$ cat config.mk
export PLATFORM = sky130hd
export DESIGN_NAME = card_id_access_list
export DESIGN_NICKNAME = d
export VERILOG_FILES = /design/src/hdl/cidal_pkg.sv /design/src/hdl/card_id_access_list.sv
export SDC_FILE = /design/constraint.sdc
export NUM_CORES = 2
export LEC_CHECK = 0
export BUFFER_PORTS_ARGS = -buffer_cell sky130_fd_sc_hd__buf_4
export CAP_MARGIN = 20
export CORE_ASPECT_RATIO = 0.8
export CORE_MARGIN = 2
export CORE_UTILIZATION = 45
export DETAILED_ROUTE_END_ITERATION = 8
export PLACE_DENSITY = 0.62
export SYNTH_ARGS = -nofsm -noshare
export SYNTH_HDL_FRONTEND = slang
export SYNTH_SLANG_ARGS = --single-unit
$ cat constraint.sdc
create_clock -name clk -period 4.5 [get_ports clk]
set_input_delay 0.225 -clock clk [delete_from_list [all_inputs] [get_ports clk]]
set_output_delay 0.225 -clock clk [all_outputs]
set_load 0.05 [all_outputs]
$ cat src/hdl/cidal_pkg.sv
`timescale 1ns / 1ps

package cidal_pkg;

  localparam int MAX_ENTRIES   = 64;
  localparam int ID_W          = 32;
  localparam int OPCODE_W      = 2;
  localparam int STATUS_W      = 2;
  localparam int FOUND_INDEX_W = 6;
  localparam int ENTRY_COUNT_W = 7;
  localparam int ADDR_W        = (MAX_ENTRIES > 1) ? $clog2(MAX_ENTRIES) : 1;
  localparam int CNT_W         = $clog2(MAX_ENTRIES + 1);
  localparam int BYTE0_LSB     = 24;

  localparam int IN_FIELDS_W   = OPCODE_W + ID_W;
  localparam int IN_DATA_W     = ((IN_FIELDS_W + 7) / 8) * 8;
  localparam int OUT_FIELDS_W  = STATUS_W + 1 + FOUND_INDEX_W + 1 + ENTRY_COUNT_W;
  localparam int OUT_DATA_W    = ((OUT_FIELDS_W + 7) / 8) * 8;

  typedef enum logic [OPCODE_W-1:0] {
    OP_LOOKUP = 2'd0,
    OP_ADD    = 2'd1,
    OP_DELETE = 2'd2,
    OP_RSVD   = 2'd3
  } opcode_t;

  typedef enum logic [STATUS_W-1:0] {
    ST_OK        = 2'd0,
    ST_DUPLICATE = 2'd1,
    ST_ABSENT    = 2'd2,
    ST_FULL      = 2'd3
  } status_t;

  typedef enum logic [2:0] {
    S_IDLE,
    S_SEARCH,
    S_EXEC,
    S_SHIFT,
    S_DONE
  } state_t;

endpackage

$ cat src/hdl/card_id_access_list.sv
`timescale 1ns / 1ps
// A lookup or add reads the table one entry at a time from index 0 until it hits or
//   reaches the end of the list; an empty list needs no read.
// A delete that hits moves the later entries down, one read/write per cycle.
// Only one request is handled at a time.
// Reset: synchronous on rst; count, master ID and handshake state clear, table is unset.
module card_id_access_list
  import cidal_pkg::*;
(
  input  logic                  clk,
  input  logic                  rst,
  input  logic                  master_id_we,
  input  logic [ID_W-1:0]       master_id_wdata,
  input  logic                  s_axis_tvalid,
  output logic                  s_axis_tready,
  // [1:0] opcode, [33:2] card_id, upper bits zero
  input  logic [IN_DATA_W-1:0]  s_axis_tdata,
  output logic                  m_axis_tvalid,
  input  logic                  m_axis_tready,
  // [1:0] status, [2] found, [8:3] found_index, [9] is_master, [16:10] entry_count
  output logic [OUT_DATA_W-1:0] m_axis_tdata
);

  logic [ID_W-1:0] id_table [MAX_ENTRIES];
  logic [ID_W-1:0] mem_q;
  logic            mem_re;
  logic [ADDR_W-1:0] mem_ra;
  logic            mem_we;
  logic [ADDR_W-1:0] mem_wa;
  logic [ID_W-1:0] mem_wd;

  state_t            state, state_next;
  logic [ID_W-1:0]   master_id;
  logic [CNT_W-1:0]  count;
  opcode_t           op;
  logic [ID_W-1:0]   id;
  logic [CNT_W-1:0]  issue_idx;
  logic [ADDR_W-1:0] cmp_idx;
  logic              rd_valid;
  logic              hit;
  logic [ADDR_W-1:0] pos;
  status_t           status;

  logic in_acc, out_free, issue_ok, match, id_valid, room;

  assign in_acc   = s_axis_tvalid && s_axis_tready;
  assign out_free = !m_axis_tvalid || m_axis_tready;
  assign issue_ok = issue_idx < count;
  assign id_valid = id[ID_W-1:BYTE0_LSB] != '0;
  assign match    = rd_valid && id_valid && (mem_q == id);
  assign room     = count < CNT_W'(MAX_ENTRIES);

  always_ff @(posedge clk) begin
    if (mem_we) id_table[mem_wa] <= mem_wd;
    if (mem_re) mem_q <= id_table[mem_ra];
  end

  always_comb begin
    state_next = state;
    case (state)
      S_IDLE:   if (in_acc) state_next = S_SEARCH;
      S_SEARCH: if (match || (!issue_ok && !rd_valid)) state_next = S_EXEC;
      S_EXEC:   state_next = (op == OP_DELETE && hit) ? S_SHIFT : S_DONE;
      S_SHIFT:  if (!issue_ok && !rd_valid) state_next = S_DONE;
      S_DONE:   if (out_free) state_next = S_IDLE;
      default:  state_next = S_IDLE;
    endcase
  end

  always_comb begin
    s_axis_tready = state == S_IDLE;
    mem_re = 1'b0;
    mem_ra = issue_idx[ADDR_W-1:0];
    mem_we = 1'b0;
    mem_wa = cmp_idx - ADDR_W'(1);
    mem_wd = mem_q;
    case (state)
      S_SEARCH: mem_re = !match && issue_ok;
      S_SHIFT: begin
        mem_re = issue_ok;
        mem_we = rd_valid;
      end
      S_EXEC: begin
        // append at the end of the list
        mem_wa = count[ADDR_W-1:0];
        mem_wd = id;
        mem_we = op == OP_ADD && !hit && room;
      end
      default: ;
    endcase
  end

  always_ff @(posedge clk) begin
    if (rst) begin
      state         <= S_IDLE;
      master_id     <= '0;
      count         <= '0;
      m_axis_tvalid <= 1'b0;
      rd_valid      <= 1'b0;
    end else begin
      state <= state_next;
      if (master_id_we) master_id <= master_id_wdata;
      if (m_axis_tvalid && m_axis_tready && state != S_DONE) m_axis_tvalid <= 1'b0;
      case (state)
        S_IDLE: begin
          if (in_acc) begin
            op        <= opcode_t'(s_axis_tdata[OPCODE_W-1:0]);
            id        <= s_axis_tdata[OPCODE_W +: ID_W];
            issue_idx <= '0;
            rd_valid  <= 1'b0;
            hit       <= 1'b0;
            pos       <= '0;
          end
        end
        S_SEARCH, S_SHIFT: begin
          if (state == S_SEARCH && match) begin
            hit      <= 1'b1;
            pos      <= cmp_idx;
            rd_valid <= 1'b0;
          end else if (issue_ok) begin
            cmp_idx   <= issue_idx[ADDR_W-1:0];
            issue_idx <= issue_idx + CNT_W'(1);
            rd_valid  <= 1'b1;
          end else begin
            rd_valid <= 1'b0;
            if (state == S_SHIFT && !rd_valid) count <= count - CNT_W'(1);
          end
        end
        S_EXEC: begin
          if (op == OP_ADD && hit) status <= ST_DUPLICATE;
          else if (op == OP_ADD && !room) status <= ST_FULL;
          else if (op == OP_DELETE && !hit) status <= ST_ABSENT;
          else status <= ST_OK;
          if (op == OP_ADD && !hit && room) count <= count + CNT_W'(1);
          if (op == OP_DELETE) begin
            // move entries above the hit down by one
            issue_idx <= CNT_W'(pos) + CNT_W'(1);
            rd_valid  <= 1'b0;
          end
        end
        S_DONE: begin
          if (out_free) begin
            m_axis_tvalid <= 1'b1;
            m_axis_tdata  <= OUT_DATA_W'({
              ENTRY_COUNT_W'(count),
              id_valid && (id == master_id),
              FOUND_INDEX_W'(pos),
              hit,
              status});
          end
        end
        default: ;
      endcase
    end
  end

endmodule

==> flow_metrics.py <==
metrics = {
    "critical_path": {
        "cp_data_arrival_time_ps": 4670,
        "required_ps": 5010,
        "regToRegStartpoint": "state[1]",
        "worst-r2r-setup-slack_ps": 330,
        "cp-startpoint": "state[1]",
        "rr_endpoint": "id_table[11][21]",
        "critical_path_class": "reg2reg",
        "path_max_fanout": 19,
        "rr_worst_depth": 7,
        "endpoint_kind": "flop",
        "startpoint_type": "flop",
    },
    "clock_tree": {
        "htreeDepth": 4,
        "cts_sinks": 2197,
        "numCtsBuffers": 205,
        "clkTransAtPathRegs_ps": 60,
        "cts_setup_buffers": 0,
        "worstSkewPairLatency_ps": 830,
        "root_buffer": "clkbuf_16",
        "clk_path_buf_depth": 3,
        "cts_tree": "built",
        "cts_resized": 0,
    },
    "finish": {
        "area_delta_synth_final_pct": 16.33,
        "nets": 4279,
        "utilization_pct": 52.72,
        "fill_cells": 14430,
        "instances_no_fill": 6885,
        "layout-drive-gt1-share_pct": 29.54,
        "final_cell_area_mm2": 0.09872,
    },
    "floorplanning": {
        "die_w_um": 489.5,
        "placementRows": 142,
        "die_h_um": 392.4,
        "initial_core_util_pct": 45.32,
        "fp.coreArea_mm2": 0.1873,
        "io_pins": 103,
        "die_area_mm2": 0.1921,
    },
    "synthesis": {
        "yosysMostFrequentCell": "edfxtp_1",
        "synth_edf_count": 2153,
        "ys_top_cells_by_count": "edfxtp_1, mux4_2, nor2_1",
        "synth_seq_cells": 2197,
        "syn_inst": 3776,
        "synth_top_area_share_pct": 76.19,
        "ys_types": 59,
        "syn_avg_cell_area_um2": 22.47,
        "yosys.area.top_type": "edfxtp_1",
        "async_flop_share_pct": 0,
        "synth.area.top_cells": "edfxtp_1, mux4_2, mux2i_1",
        "ys_seq_area_share_pct": 77.22,
        "synth.yosys.warnings": 0,
        "yosys_most_used_dff": "edfxtp_1",
        "synth_area_mm2": 0.08486,
    },
    "timing": {
        "fin_crit_sh_pct": 92.59,
        "drv_slew": 0,
        "finClkSkew_ps": 27.44,
        "timing.final.ws_setup_ps": 333.4,
        "grt_setup_unrepaired": "no",
        "setup_tns_ps": 0,
        "post-route-min-period_ps": 4167,
        "max_freq_mhz": 240.0,
        "slew_headroom_pct": 25.96,
        "tightest_slew_ps": 1101,
        "final-setup-viol-count": 0,
        "final_hold_viol_count": 0,
    },
    "routing": {
        "wl_met3_mm": 17.38,
        "drt.antenna.violating_nets": 0,
        "dr.first_iter.drc_count": 4523,
        "drcViolationCount": 0,
        "num_vias": 40130,
        "wl_per_cell_um": 29.58,
        "top_layer": "met4",
        "wl_met2_mm": 92.34,
        "m1WireLength_mm": 88.02,
        "vias_per_cell": 5.829,
        "drt_first_pass_iters": 5,
        "wl_mm": 203.6,
    },
    "run_status": {
        "status": "complete, no violations",
    },
    "power_and_ir_drop": {
        "power_density_mw_per_mm2": 496.0,
        "ir_worst_vdd_v": 0.0003734,
        "leakagePower_nw": 31.06,
    },
    "worst_hold_path": {
        "whs_endpoint": "master_id[27]",
        "worstHoldStart": "master_id_we",
        "hold_path_class": "in2reg",
        "min_path_cells": 3,
    },
    "placement": {
        "dp_hpwl_mm": 121.6,
        "place_inst": 6369,
        "place_area_mm2": 0.09050,
        "numPortBuffers": 89,
        "place_ws_ps": 460.6,
        "gp_routability_congestion": 0.8638,
    },
    "grt": {
        "grt_pass1_wl_mm": 292.1,
        "antenna_found_initial": 10,
        "overflow": 0,
        "grt_max_degree": 95,
        "grt_usage_pct": 21.38,
        "grt_pass1_vias": 40530,
    },
    "flow_run": {
        "maxCapViolCount": 0,
    },
}
per-layer routing:
metal | GRT usage, % | vias to the layer above
li1 | - | 16710
met1 | 32.08 | 21590
met2 | 31.74 | 1564
met3 | 4.294 | 270
met4 | 6.655 | 0
met5 | 0 | -
report_power, final:
part / leakage [nW] / internal, mW / switching (mW)
registers: 19.8 / 23.7 / 0.168
clock network: 3.21 / 9.60 / 7.50
logic: 8.10 / 3.18 / 4.76
total: 31.1 / 36.5 / 12.4
state kept, by name (all words and copies together), names as in the netlist, 7 cells and up:
register,count
master_id,32
id,32
count,7
m_axis_tdata,17
issue_idx,7
id_table,2048
mem_q,32
placed cells by master, fill, tap and decap left out, types with 53 or more instances in the layout:
cell              n
mux2i_1         104
buf_4           199
nor2_4           65
clkbuf_16       207
mux4_2          596
nor2_1           80
edfxtp_1       2153
nand2_1         105
clkinv_1         53
dlygate4sd3_1   110
buf_12           73
cell type report:
class	instances	area (µm²)	area share [%]
antenna	1	2.502	0.002535
clock buffer	259	5435	5.506
clock inverter	124	1147	1.162
inverter	15	56.30	0.05703
multi-input combinational	1372	18940	19.19
sequential	2197	65530	66.38
tap	2520	3153	3.194
timing repair buffer	397	4453	4.511
cell families after synthesis:
| group | after synthesis | synth area share, % |
|---|---|---|
| buffers and inverters | 213 | 1.205 |
| DFF | 2197 | 77.22 |
| AOI/OAI and AO/OA | 165 | 1.326 |
| muxes | 703 | 17.08 |
| xor gates and xnor gates | 80 | 0.8257 |
| adders and majority gates | 14 | 0.2153 |
| and+or+nand+nor | 403 | 2.117 |
| other | 1 | 0.004419 |
timing repair:
item | CTS | global route
hold endpoints to repair | 77 | 0
hold buffers | 110 | 0
endpoints found under the setup margin | 0 | 0
through the flow:
step / power [mW] / hold WS, ps
CTS: 49.14 / 9.964
floorplan: 29.23 / 323.9
finish: 48.96 / 55.57
global route: 50.64 / 51.05
global placement: 31.82 / 404.8
detailed placement: 32.04 / 405.4
worst max path at each step:
stage | to | depth (start not counted)
2_1_floorplan | id_table[0][0] | 7
3_3_place_gp | id_table[14][11] | 7
3_5_place_dp | id_table[19][9] | 8
4_1_cts | id_table[11][21] | 7
5_1_grt | id_table[11][21] | 9
6_report | id_table[11][21] | 7
worst max-delay path, cell delays in order (launching register included):
cell and delay, ps:
dfxtp_1 520, nor3b_4 670, inv_2 180, or4_4 590, o22ai_2 280, nand2_1 620
nor2_4 680, buf_12 270
No activity file was read; power rests on OpenSTA's default activity.
